==> src/hdl/slpc_pkg.sv <==
// Shared types and constants of the status LED pattern controller.
// No dependencies.
package slpc_pkg;

    localparam int unsigned TimeW = 32;
    localparam int unsigned HalfW = 16;
    localparam int unsigned DivW  = 17;   // widest divisor: heartbeat on + off

    // fixed pattern timing, ms
    localparam logic [TimeW-1:0] RATE_LIMIT_MS     = 32'd20;
    localparam logic [DivW-1:0]  AP_BLINK_HALF_MS  = 17'd120;
    localparam logic [DivW-1:0]  LINK_DOWN_HALF_MS = 17'd500;
    localparam logic [DivW-1:0]  HOLDOVER_HALF_MS  = 17'd200;
    localparam logic [DivW-1:0]  SEARCH_HALF_MS    = 17'd400;

    // register indexes
    localparam logic [2:0] REG_HB_ON      = 3'd0;
    localparam logic [2:0] REG_HB_OFF     = 3'd1;
    localparam logic [2:0] REG_OTA_HALF   = 3'd2;
    localparam logic [2:0] REG_TASK_STALE = 3'd3;
    localparam logic [2:0] REG_PANIC_LIM  = 3'd4;
    localparam logic [2:0] REG_PANIC_HALF = 3'd5;

    // register reset values
    localparam logic [HalfW-1:0] HB_ON_RST      = 16'd100;
    localparam logic [HalfW-1:0] HB_OFF_RST     = 16'd900;
    localparam logic [HalfW-1:0] OTA_HALF_RST   = 16'd100;
    localparam logic [TimeW-1:0] TASK_STALE_RST = 32'd10000;
    localparam logic [TimeW-1:0] PANIC_LIM_RST  = 32'd60000;
    localparam logic [HalfW-1:0] PANIC_HALF_RST = 16'd100;

    // OTA phase codes
    localparam logic [1:0] OTA_IDLE      = 2'd0;
    localparam logic [1:0] OTA_UPLOADING = 2'd1;
    localparam logic [1:0] OTA_REBOOTING = 2'd2;

    // clock state codes
    localparam logic [2:0] CLK_ACQUIRING = 3'd1;
    localparam logic [2:0] CLK_LOCKED    = 3'd2;
    localparam logic [2:0] CLK_DEGRADED  = 3'd3;
    localparam logic [2:0] CLK_HOLDOVER  = 3'd4;

    localparam logic [2:0] GNSS_ALL_GOOD = 3'd7;

    typedef enum logic [2:0] {
        ST_IDLE,
        ST_RATE,
        ST_KICK,
        ST_PANIC,
        ST_RED,
        ST_GREEN,
        ST_DIV,
        ST_FINISH
    } slpc_state_t;

    // what a finished division feeds
    typedef enum logic [1:0] {
        JOB_OTA,
        JOB_PANIC,
        JOB_RED,
        JOB_GREEN
    } slpc_job_t;

    // blink divisor: a zero half period acts as one
    function automatic logic [DivW-1:0] blink_div(input logic [HalfW-1:0] half);
        blink_div = (half == '0) ? DivW'(1) : {1'b0, half};
    endfunction

endpackage

==> src/hdl/status_led_pattern_controller.sv <==
// Status LED pattern controller: all sequencing and the shared datapath.
// Depends on slpc_pkg.
//
// Usage:
//  s_* channel: one status sample per word (time, link, GNSS, OTA, task kicks).
//  m_* channel: one result word per sample: red/green/blue lamp state, restart
//   request and an evaluated flag (0 when the sample came within 20 ms of the
//   last evaluated one; lamps then hold).
//  cfg_* channel: register writes, always ready; index 0..5, others ignored.
//   Write only while no sample is in flight.
// Flow: one sample at a time. A rate-limited or rebooting sample goes straight
//  to the result word. Others run a shared 32-step restoring divider up to
//  twice, plus sequencer states for compares on one shared subtractor: the OTA
//  blink path and the panic path divide once, the normal path up to twice.
// Reset: registers take their default values, lamps off, no panic timer, last
//  evaluated time 0, output word empty.
// Stall: a finished word waits in the output register; the next sample is
//  accepted meanwhile, and its result waits until the previous word is taken.
module status_led_pattern_controller
    import slpc_pkg::*;
(
    input  logic        aclk,
    input  logic        aresetn,

    input  logic        s_valid,
    output logic        s_ready,
    input  logic [31:0] s_now_ms,
    input  logic        s_ap_mode,
    input  logic        s_wifi_ok,
    input  logic [2:0]  s_gnss_flags,
    input  logic [2:0]  s_clock_state,
    input  logic [5:0]  s_satellites,
    input  logic [1:0]  s_ota_phase,
    input  logic        s_ota_guard,
    input  logic [31:0] s_kick_time_ms,
    input  logic [31:0] s_kick_net_ms,
    input  logic [31:0] s_kick_ui_ms,

    output logic        m_valid,
    input  logic        m_ready,
    output logic        m_red_on,
    output logic        m_green_on,
    output logic        m_blue_on,
    output logic        m_restart_request,
    output logic        m_evaluated,

    input  logic        cfg_valid,
    output logic        cfg_ready,
    input  logic [2:0]  cfg_index,
    input  logic [31:0] cfg_data
);

    // configuration
    logic [HalfW-1:0] hb_on_reg, hb_off_reg, ota_half_reg, panic_half_reg;
    logic [TimeW-1:0] stale_reg, panic_lim_reg;

    // sample
    logic [TimeW-1:0] now_reg, kick_time_reg, kick_net_reg, kick_ui_reg;
    logic             ap_reg, wifi_reg, guard_reg;
    logic [2:0]       gnss_reg, clk_reg;
    logic [5:0]       sats_reg;
    logic [1:0]       ota_reg;

    // block state
    slpc_state_t      state_reg, state_next;
    logic [TimeW-1:0] last_update_reg, last_update_next;
    logic [TimeW-1:0] panic_start_reg, panic_start_next;
    logic             red_reg, red_next, green_reg, green_next, blue_reg, blue_next;
    logic             restart_reg, restart_next, eval_reg, eval_next;
    logic [1:0]       kick_idx_reg, kick_idx_next;

    // divider
    logic [TimeW-1:0] dvd_reg, dvd_next;
    logic [DivW-1:0]  rem_reg, rem_next, divisor_reg, divisor_next;
    logic [4:0]       cnt_reg, cnt_next;
    logic             heart_reg, heart_next;
    slpc_job_t        job_reg, job_next;

    // output word
    logic m_valid_reg, m_valid_next;
    logic out_red_reg, out_green_reg, out_blue_reg, out_restart_reg, out_eval_reg;

    // shared subtract and compare
    logic [TimeW-1:0] sub_b, sub_thr, diff;
    logic             diff_ge, diff_gt;

    always_comb begin
        sub_b   = last_update_reg;
        sub_thr = RATE_LIMIT_MS;
        unique case (state_reg)
            ST_KICK: begin
                sub_thr = stale_reg;
                unique case (kick_idx_reg)
                    2'd0:    sub_b = kick_time_reg;
                    2'd1:    sub_b = kick_net_reg;
                    default: sub_b = kick_ui_reg;
                endcase
            end
            ST_PANIC: begin
                sub_b   = panic_start_reg;
                sub_thr = panic_lim_reg;
            end
            default: begin
                sub_b   = last_update_reg;
                sub_thr = RATE_LIMIT_MS;
            end
        endcase
    end

    assign diff    = now_reg - sub_b;
    assign diff_ge = diff >= sub_thr;
    assign diff_gt = diff_ge && (diff != sub_thr);

    // divider step
    logic [DivW:0]   rem_shift, rem_sub;
    logic            div_fit, div_last, div_lit;
    logic [DivW-1:0] hb_period;
    logic            period_zero, kicks_present, green_hb, green_search;
    logic            out_free;

    assign rem_shift = {rem_reg, dvd_reg[TimeW-1]};
    assign rem_sub   = rem_shift - {1'b0, divisor_reg};
    assign div_fit   = rem_shift >= {1'b0, divisor_reg};
    assign div_last  = (cnt_reg == 5'd31);
    // blink: lit on even quotient; heartbeat: lit while remainder below on time
    assign div_lit   = heart_reg ? ((div_fit ? rem_sub[DivW-1:0] : rem_shift[DivW-1:0])
                                    < {1'b0, hb_on_reg})
                                 : !div_fit;

    assign hb_period     = {1'b0, hb_on_reg} + {1'b0, hb_off_reg};
    assign period_zero   = (hb_period == '0);
    assign kicks_present = (kick_time_reg != '0) && (kick_net_reg != '0)
                           && (kick_ui_reg != '0);
    assign green_hb      = (gnss_reg == GNSS_ALL_GOOD)
                           && (clk_reg == CLK_LOCKED || clk_reg == CLK_DEGRADED);
    assign green_search  = gnss_reg[0] || (sats_reg != '0) || (clk_reg == CLK_ACQUIRING);
    assign out_free      = !m_valid_reg || m_ready;

    // next state
    always_comb begin
        state_next = state_reg;
        unique case (state_reg)
            ST_IDLE: begin
                if (s_valid) state_next = ST_RATE;
            end
            ST_RATE: begin
                priority if (!diff_ge)                    state_next = ST_FINISH;
                else if (ota_reg == OTA_REBOOTING)        state_next = ST_FINISH;
                else if (ota_reg != OTA_IDLE)             state_next = ST_DIV;
                else if (guard_reg || !kicks_present)     state_next = ST_RED;
                else                                      state_next = ST_KICK;
            end
            ST_KICK: begin
                priority if (diff_gt)             state_next = ST_PANIC;
                else if (kick_idx_reg == 2'd2)    state_next = ST_RED;
                else                              state_next = ST_KICK;
            end
            ST_PANIC: state_next = ST_DIV;
            ST_RED: begin
                if (wifi_reg && period_zero) state_next = ST_GREEN;
                else                         state_next = ST_DIV;
            end
            ST_GREEN: begin
                priority if (green_hb)             state_next = period_zero ? ST_FINISH : ST_DIV;
                else if (clk_reg == CLK_HOLDOVER)  state_next = ST_DIV;
                else if (green_search)             state_next = ST_DIV;
                else                               state_next = ST_FINISH;
            end
            ST_DIV: begin
                if (div_last) state_next = (job_reg == JOB_RED) ? ST_GREEN : ST_FINISH;
            end
            ST_FINISH: begin
                if (out_free) state_next = ST_IDLE;
            end
        endcase
    end

    // datapath
    always_comb begin
        last_update_next = last_update_reg;
        panic_start_next = panic_start_reg;
        red_next         = red_reg;
        green_next       = green_reg;
        blue_next        = blue_reg;
        restart_next     = restart_reg;
        eval_next        = eval_reg;
        kick_idx_next    = kick_idx_reg;
        dvd_next         = dvd_reg;
        rem_next         = rem_reg;
        divisor_next     = divisor_reg;
        cnt_next         = cnt_reg;
        heart_next       = heart_reg;
        job_next         = job_reg;

        unique case (state_reg)
            ST_IDLE: begin
                restart_next = 1'b0;
                eval_next    = 1'b0;
            end
            ST_RATE: begin
                rem_next      = '0;
                cnt_next      = '0;
                dvd_next      = now_reg;
                heart_next    = 1'b0;
                job_next      = JOB_OTA;
                divisor_next  = blink_div(ota_half_reg);
                kick_idx_next = 2'd0;
                if (diff_ge) begin
                    eval_next        = 1'b1;
                    last_update_next = now_reg;
                    if (ota_reg != OTA_IDLE) begin
                        panic_start_next = '0;
                        if (ota_reg == OTA_REBOOTING) begin
                            red_next   = 1'b0;
                            green_next = 1'b1;
                            blue_next  = 1'b0;
                        end
                    end
                end
            end
            ST_KICK: begin
                kick_idx_next = kick_idx_reg + 2'd1;
            end
            ST_PANIC: begin
                // a stored start of zero means the timer is not running
                if (panic_start_reg == '0) panic_start_next = now_reg;
                else if (diff_ge)          restart_next     = 1'b1;
                divisor_next = blink_div(panic_half_reg);
                job_next     = JOB_PANIC;
            end
            ST_RED: begin
                panic_start_next = '0;
                blue_next  = (clk_reg == CLK_LOCKED) || (clk_reg == CLK_DEGRADED)
                             || (clk_reg == CLK_HOLDOVER);
                job_next   = JOB_RED;
                heart_next = wifi_reg;
                priority if (wifi_reg) begin
                    divisor_next = hb_period;
                    if (period_zero) red_next = 1'b0;
                end else if (ap_reg) begin
                    divisor_next = AP_BLINK_HALF_MS;
                end else begin
                    divisor_next = LINK_DOWN_HALF_MS;
                end
            end
            ST_GREEN: begin
                rem_next   = '0;
                cnt_next   = '0;
                dvd_next   = now_reg;
                job_next   = JOB_GREEN;
                heart_next = 1'b0;
                priority if (green_hb) begin
                    heart_next   = 1'b1;
                    divisor_next = hb_period;
                    dvd_next     = now_reg + {{(TimeW-HalfW+1){1'b0}}, hb_on_reg[HalfW-1:1]};
                    if (period_zero) green_next = 1'b0;
                end else if (clk_reg == CLK_HOLDOVER) begin
                    divisor_next = HOLDOVER_HALF_MS;
                end else if (green_search) begin
                    divisor_next = SEARCH_HALF_MS;
                end else begin
                    green_next = 1'b0;
                end
            end
            ST_DIV: begin
                rem_next = div_fit ? rem_sub[DivW-1:0] : rem_shift[DivW-1:0];
                dvd_next = {dvd_reg[TimeW-2:0], div_fit};
                cnt_next = cnt_reg + 5'd1;
                if (div_last) begin
                    unique case (job_reg)
                        JOB_OTA: begin
                            red_next   = div_lit;
                            green_next = (ota_reg == OTA_UPLOADING) && div_lit;
                            blue_next  = 1'b0;
                        end
                        JOB_PANIC: begin
                            red_next   = div_lit;
                            green_next = !div_lit;
                            blue_next  = 1'b0;
                        end
                        JOB_RED:   red_next   = div_lit;
                        JOB_GREEN: green_next = div_lit;
                    endcase
                end
            end
            ST_FINISH: begin
            end
        endcase
    end

    // output word
    always_comb begin
        m_valid_next = m_valid_reg;
        if (state_reg == ST_FINISH && out_free) m_valid_next = 1'b1;
        else if (m_ready)                       m_valid_next = 1'b0;
    end

    always_ff @(posedge aclk) begin
        if (!aresetn) begin
            state_reg       <= ST_IDLE;
            m_valid_reg     <= 1'b0;
            last_update_reg <= '0;
            panic_start_reg <= '0;
            red_reg         <= 1'b0;
            green_reg       <= 1'b0;
            blue_reg        <= 1'b0;
            restart_reg     <= 1'b0;
            eval_reg        <= 1'b0;
            kick_idx_reg    <= '0;
            cnt_reg         <= '0;
            job_reg         <= JOB_OTA;
            hb_on_reg       <= HB_ON_RST;
            hb_off_reg      <= HB_OFF_RST;
            ota_half_reg    <= OTA_HALF_RST;
            stale_reg       <= TASK_STALE_RST;
            panic_lim_reg   <= PANIC_LIM_RST;
            panic_half_reg  <= PANIC_HALF_RST;
        end else begin
            state_reg       <= state_next;
            m_valid_reg     <= m_valid_next;
            last_update_reg <= last_update_next;
            panic_start_reg <= panic_start_next;
            red_reg         <= red_next;
            green_reg       <= green_next;
            blue_reg        <= blue_next;
            restart_reg     <= restart_next;
            eval_reg        <= eval_next;
            kick_idx_reg    <= kick_idx_next;
            cnt_reg         <= cnt_next;
            job_reg         <= job_next;
            if (cfg_valid) begin
                unique case (cfg_index)
                    REG_HB_ON:      hb_on_reg      <= cfg_data[HalfW-1:0];
                    REG_HB_OFF:     hb_off_reg     <= cfg_data[HalfW-1:0];
                    REG_OTA_HALF:   ota_half_reg   <= cfg_data[HalfW-1:0];
                    REG_TASK_STALE: stale_reg      <= cfg_data;
                    REG_PANIC_LIM:  panic_lim_reg  <= cfg_data;
                    REG_PANIC_HALF: panic_half_reg <= cfg_data[HalfW-1:0];
                    default: ;
                endcase
            end
        end
    end

    // payload registers
    always_ff @(posedge aclk) begin
        dvd_reg     <= dvd_next;
        rem_reg     <= rem_next;
        divisor_reg <= divisor_next;
        heart_reg   <= heart_next;
        if (state_reg == ST_IDLE && s_valid) begin
            now_reg       <= s_now_ms;
            ap_reg        <= s_ap_mode;
            wifi_reg      <= s_wifi_ok;
            gnss_reg      <= s_gnss_flags;
            clk_reg       <= s_clock_state;
            sats_reg      <= s_satellites;
            ota_reg       <= s_ota_phase;
            guard_reg     <= s_ota_guard;
            kick_time_reg <= s_kick_time_ms;
            kick_net_reg  <= s_kick_net_ms;
            kick_ui_reg   <= s_kick_ui_ms;
        end
        if (state_reg == ST_FINISH && out_free) begin
            out_red_reg     <= red_reg;
            out_green_reg   <= green_reg;
            out_blue_reg    <= blue_reg;
            out_restart_reg <= restart_reg;
            out_eval_reg    <= eval_reg;
        end
    end

    assign s_ready           = (state_reg == ST_IDLE);
    assign cfg_ready         = 1'b1;
    assign m_valid           = m_valid_reg;
    assign m_red_on          = out_red_reg;
    assign m_green_on        = out_green_reg;
    assign m_blue_on         = out_blue_reg;
    assign m_restart_request = out_restart_reg;
    assign m_evaluated       = out_eval_reg;

endmodule

==> config.mk <==
export PLATFORM = sky130hd
export DESIGN_NAME = status_led_pattern_controller
export DESIGN_NICKNAME = d
export VERILOG_FILES = /design/src/hdl/slpc_pkg.sv /design/src/hdl/status_led_pattern_controller.sv
export SDC_FILE = /design/constraint.sdc
export NUM_CORES = 1
export LEC_CHECK = 0
export ABC_CLOCK_PERIOD_IN_PS = 10500
export BUFFER_PORTS_ARGS = -buffer_cell sky130_fd_sc_hd__buf_2
export CAP_MARGIN = 20
export CELL_PAD_IN_SITES_DETAIL_PLACEMENT = 1
export CELL_PAD_IN_SITES_GLOBAL_PLACEMENT = 1
export CORE_MARGIN = 10
export CORE_UTILIZATION = 51
export CTS_CLUSTER_SIZE = 10
export DETAILED_ROUTE_END_ITERATION = 8
export PLACE_DENSITY_LB_ADDON = 0.1
export REMOVE_ABC_BUFFERS = 1
export SETUP_SLACK_MARGIN = 0.3
export SLEW_MARGIN = 25
export SYNTH_ARGS = -nofsm -noshare
export SYNTH_HDL_FRONTEND = slang
export SYNTH_SLANG_ARGS = --single-unit
==> constraint.sdc <==
create_clock -name aclk -period 10.5 [get_ports aclk]
set_clock_uncertainty 0.1 [all_clocks]
set_input_delay 2.1 -clock aclk [delete_from_list [all_inputs] [get_ports aclk]]
set_output_delay 2.1 -clock aclk [all_outputs]
set_load 0.02 [all_outputs]
### After elaboration in Yosys (flattened, before gate mapping)

Cells that the tools add are included.

* add/sub/neg operators: 6
* magnitude comparators: 3
* equal/unequal tests: 44
* multiplexer cells: 67
* reductions and logical operators: 59

Operators with widths (number)
* $pmux 32 s2: 3
* $pmux 32 s3: 2
* $mux 32: 4
* $reduce_bool 32->1: 3
* $mux 17: 5
* $pmux 17 s4: 1
* $pmux 17 s2: 1
* $add 32x15->32: 1
* $ge 32x32->1: 1
* $logic_not 16->1: 2
* $logic_not 32->1: 1
* $mux 16: 2
* $ne 32x32->1: 1
* $sub 32x32->32: 1
* $mux 3: 9
* $mux 1: 26
* $ne 2x2->1 const B: 13
* $eq 3x3->1 const B: 8
* $pmux 3 s8: 1
* $eq 3x2->1 const B: 6
* $ge 18x17->1: 1
* $reduce_and 2->1: 9
* $add 16x16->17: 1
* $logic_not 17->1: 1
* 34 further kinds: 76

* register bits: 427
* output and inout bits: 8
* word-level logic and storage cells: 217

### Longest topological paths before layout

* depth after elaboration: 10
* mapped depth: 31

### Worst setup path after synthesis

No wires, ideal clock.

* path kind: register to register
* start: register state_reg[0]
* end: register last_update_reg[21]
* library setup time: 128 ps
* data arrival time: 5948 ps
* setup slack: 4324 ps
* stages on the path, launching flop included: 28
* period minus slack after synthesis: 6176 ps
* cell sequence: dfxtp_1 > clkbuf_1 > clkbuf_1 > clkbuf_1 > buf_1 > mux2i_1 > o21ai_0 > ha_1 > fa_1 > and2b_1 > o2111ai_1 > a21boi_0 > o21ai_0 > a211oi_1 > nor3_1 > o41ai_1 > a21oi_1 > xnor2_1 > ha_1 > nand4_1 > nor3_1 > nand4_1 > a211oi_1 > a211oi_2 > a31oi_2 > buf_2 > mux2i_1 > nor2_1

* word-level cells in the longest chain between the ends: 5
* elaborated cells on any way between the ends: 8
* classes of those cells: add/sub: 1; order compare: 1; eq/ne: 3; mux: 2; reduce/logical: 1

RTL lines
* from (decl): line status_led_pattern_controller.sv:65 `slpc_state_t state_reg, state_next;`
* from (signal assigned): line status_led_pattern_controller.sv:319 `state_reg <= state_next;`
* $eq 3x2->1: line status_led_pattern_controller.sv:90 `unique case (state_reg)`
* $pmux 32 s2: line status_led_pattern_controller.sv:90
* $sub 32x32->32: line status_led_pattern_controller.sv:110 `assign diff = now_reg - sub_b;`
* $ge 32x32->1: line status_led_pattern_controller.sv:111 `assign diff_ge = diff >= sub_thr;`
* $reduce_and 2->1 (no source line) (*)
* to (signal assigned): line status_led_pattern_controller.sv:321 `last_update_reg <= last_update_next;`
* to (decl): line status_led_pattern_controller.sv:66 `logic [TimeW-1:0] last_update_reg, last_update_next;`

Every way passes the cells marked *; elsewhere a longest branch is shown, timed or not.
A chain may end at the register's enable or synchronous reset.

### Final worst setup path

* start: register state_reg[2]
* end: register panic_start_reg[26]

* word-level cells in the longest chain between the ends: 6
* elaborated cells on any way between the ends: 14
* classes of those cells: add/sub: 1; order compare: 1; eq/ne: 7; mux: 3; reduce/logical: 2

RTL lines
* $eq 3x2->1, on equally long branches: line status_led_pattern_controller.sv:90, status_led_pattern_controller.sv:195
* $pmux 32 s2: line status_led_pattern_controller.sv:90
* $sub 32x32->32: line status_led_pattern_controller.sv:110
* $ge 32x32->1: line status_led_pattern_controller.sv:111
* $ne 2x2->1 (no source line)
* $reduce_and 4->1 (no source line)
* to (signal assigned): line status_led_pattern_controller.sv:322 `panic_start_reg <= panic_start_next;`
* to (decl): line status_led_pattern_controller.sv:67 `logic [TimeW-1:0] panic_start_reg, panic_start_next;`

Parallel ways exist; a longest one is shown, timed or not.

==> impl_metrics.json <==
{
  "status": "complete, no violations",
  "slowest_stage": "dfxtp_1",
  "grt-ovfl-total": 0,
  "syn_area_per_cell_um2": 9.43,
  "path_clk_slew_ns": 0.06,
  "post-place-cells": 3134,
  "grt_pass1_vias": 21500,
  "dr.first_iter.drc_count": 1444,
  "coreArea_mm2": 0.0445,
  "synthCells": 2447,
  "worstPathArrival_ns": 8.45,
  "drc_errors": 0,
  "yosysWarnings": 0,
  "synthTopCellsByArea": "edfxtp_1 (28%), dfxtp_1 (18%), ha_1 (7.1%)",
  "dp_hpwl_mm": 58.8,
  "hold_buffers": 0,
  "grt_max_degree": 104,
  "reg2reg_depth": 25,
  "clock.fmax_mhz": 125,
  "power_w": 0.00774,
  "synthDistinctLibCells": 90,
  "fin_cells": 3223,
  "slew_headroom": 0.329,
  "tightest_slew_ns": 1.01,
  "die_width_um": 233,
  "worstPathRequired_ns": 10.92,
  "hold_class": "register to register",
  "yosysSeqAreaShare": 0.465,
  "vias_per_cell": 6.28,
  "hold_viol": 0,
  "setup_tns_ns": 0,
  "setup_viol": 0,
  "leakagePower_nw": 9.72,
  "wl_per_cell_um": 24.6,
  "worst_path_largest_cell_delay_ns": 0.84,
  "fill_cells": 5117,
  "cts_resized": 0,
  "grt_usage": 0.287,
  "path_max_fanout": 66,
  "gp_congestion": 0.915,
  "fin_crit_sh": 0.764,
  "fin_crit_ns": 8.03,
  "rsz0062_at_grt": "no",
  "num_io_pins": 193,
  "post_cts_buffers": 0,
  "vdd_drop_max_mv": 0.173,
  "cts_root_buf": "clkbuf_16",
  "synth_area_mm2": 0.0231,
  "area_growth_pct": 12.7,
  "initial_utilization": 0.518,
  "drive_above_1_share": 0.125,
  "start_kind": "register",
  "ys_dominant_reg_cell": "edfxtp_1",
  "synth-seq-cells": 427,
  "firstDrtPassIters": 5,
  "grt_antenna_before_repair": 2,
  "netlist.area_leader.share": 0.283,
  "h-tree-depth": 2,
  "drt-total-wl_mm": 79.3,
  "synth_edf_count": 217,
  "numCtsBuffers": 50,
  "path_delay_family": "compound AO/OA/AOI/OAI gates",
  "tritoncts": "done",
  "hold_depth": 0,
  "clock_path_buffers": 3,
  "maxCapViolCount": 0,
  "critical_path_class": "register to register",
  "clock_latency_ns": 0.62,
  "final_area_mm2": 0.0260,
  "final_max_slew_viol_count": 0,
  "grt_pass1_wl_mm": 122,
  "row_count": 77,
  "finalNetCount": 2914,
  "postRouteAntennaNets": 0,
  "cp.depth": 25,
  "worstSetupEndpointType": "register",
  "synth_top_area_cell": "edfxtp_1",
  "cts.sinks": 427,
  "utilization": 0.584,
  "cp.buffers_inverters": 2,
  "place.port_buffers": 191,
  "power_density_mw_per_mm2": 298,
  "vias": 20200,
  "placed_area_mm2": 0.0245,
  "die_y_um": 233,
  "async_reset_ff_frac": 0,
  "floorplan.die_area_mm2": 0.0541
}
==> final timing paths <==
path | from | to | slack, ns
worst min-delay path | blue_reg | m_blue_on | 0.34
worst max-delay path | state_reg[2] | panic_start_reg[26] | 2.47
worst max register to register | state_reg[2] | panic_start_reg[26] | 2.47
worst min register to register | blue_reg | m_blue_on | 0.34
==> worst reg2reg max path, delay by kind of cell (launching register included) <==
family          cells  cell delay [ns]
flops               1             0.84
compound gates     12             3.23
mux                 1             0.36
fa+ha+maj           3             1.00
buf+inv             2             1.04
xor+xnor            1             0.14
simple gates        6             1.23
==> logic make-up (layout without fill, tap and decap cells) <==
logic type                 Yosys count  count (layout)  share of synthesized area
AOI/OAI and AO/OA                  655             655                      0.189
adders and majority gates          135             135                     0.0745
buffers and inverters              204             387                     0.0365
muxes                               78              78                     0.0343
xor gates and xnor gates            55              55                     0.0209
other                                1               2                   0.000163
and+or+nand+nor                    892             892                      0.180
DFF                                427             427                      0.465
==> per-stage QoR <==
stage | worst slack (ns) | hold WS [ns]
final | 2.47 | 0.338
after global routing | 1.91 | 0.342
after CTS | 2.61 | 0.340
after detailed placement | 2.74 | 0.329
after global placement | 3.00 | 0.325
after floorplan | 2.59 | 0.302
==> placed cells by master (no fill, tap or decap), types with 14 or more instances in the layout <==
master,instances
nand3_1,85
and2_1,20
clkbuf_16,50
xor2_1,17
dfxtp_1,209
a22o_1,39
nand4_1,33
a21o_1,34
a31oi_1,15
nor2_1,128
mux2i_1,70
buf_4,24
nor2b_1,51
a211oi_1,56
a22oi_1,51
nand2b_1,14
nand2_1,394
buf_2,191
edfxtp_1,217
xnor2_1,38
inv_1,80
nor4_1,49
a21oi_1,231
o21ai_0,87
clkbuf_1,30
o21a_1,16
nor3_1,54
ha_1,131
==> cell type report <==
type                       count  area [um2]  share of cell area
antenna                        1        2.50           0.0000963
clock buffer                  84        1420              0.0546
clock inverter                 4        85.1             0.00327
inverter                      82         310              0.0119
multi-input combinational   1816       11600               0.445
sequential                   427       10700               0.412
tap                          592         741              0.0285
timing repair buffer         217        1160              0.0446
==> power by group <==
group	internal [W]	total (W)	switching [W]	leakage (nW)
registers	0.00218	0.00244	0.000259	3.76
clock network	0.000920	0.00162	0.000704	0.715
logic	0.00139	0.00367	0.00228	5.25
total	0.00449	0.00774	0.00325	9.72
==> cell usage after synthesis (6+ instances only) <==
| cell | number |
|---|---|
| a211o_1 | 6 |
| a21o_1 | 34 |
| ha_1 | 131 |
| a31oi_1 | 15 |
| nor2b_1 | 51 |
| a21oi_1 | 232 |
| o211ai_1 | 13 |
| nand4_1 | 33 |
| a22o_1 | 39 |
| nand3_1 | 85 |
| edfxtp_1 | 217 |
| and3_1 | 13 |
| mux2_2 | 8 |
| clkbuf_1 | 102 |
| buf_4 | 6 |
| and2_1 | 21 |
| nor2_1 | 132 |
| nand2b_1 | 15 |
| o21bai_1 | 7 |
| a211oi_1 | 56 |
| o21a_1 | 16 |
| nand2_1 | 395 |
| o31ai_1 | 7 |
| mux2i_1 | 70 |
| nor3b_1 | 8 |
| inv_1 | 80 |
| o311ai_1 | 6 |
| a22oi_1 | 51 |
| nor3_1 | 56 |
| a211oi_2 | 6 |
| a2111oi_0 | 8 |
| xor2_1 | 17 |
| nor4_1 | 49 |
| a21boi_0 | 6 |
| o21ai_0 | 87 |
| or3_1 | 6 |
| o21ai_1 | 9 |
| xnor2_1 | 38 |
| or2_2 | 7 |
| dfxtp_1 | 210 |
==> routing by layer <==
layer,wire length (um),part of all wire,track usage,up-vias
met5,0,0,0,-
met3,4360,0.055,0.0456,227
met4,4310,0.054,0.148,0
li1,-,-,-,9311
met1,30400,0.38,0.323,10000
met2,40300,0.51,0.517,677
Note: power is estimated with default switching activity, not from simulation.
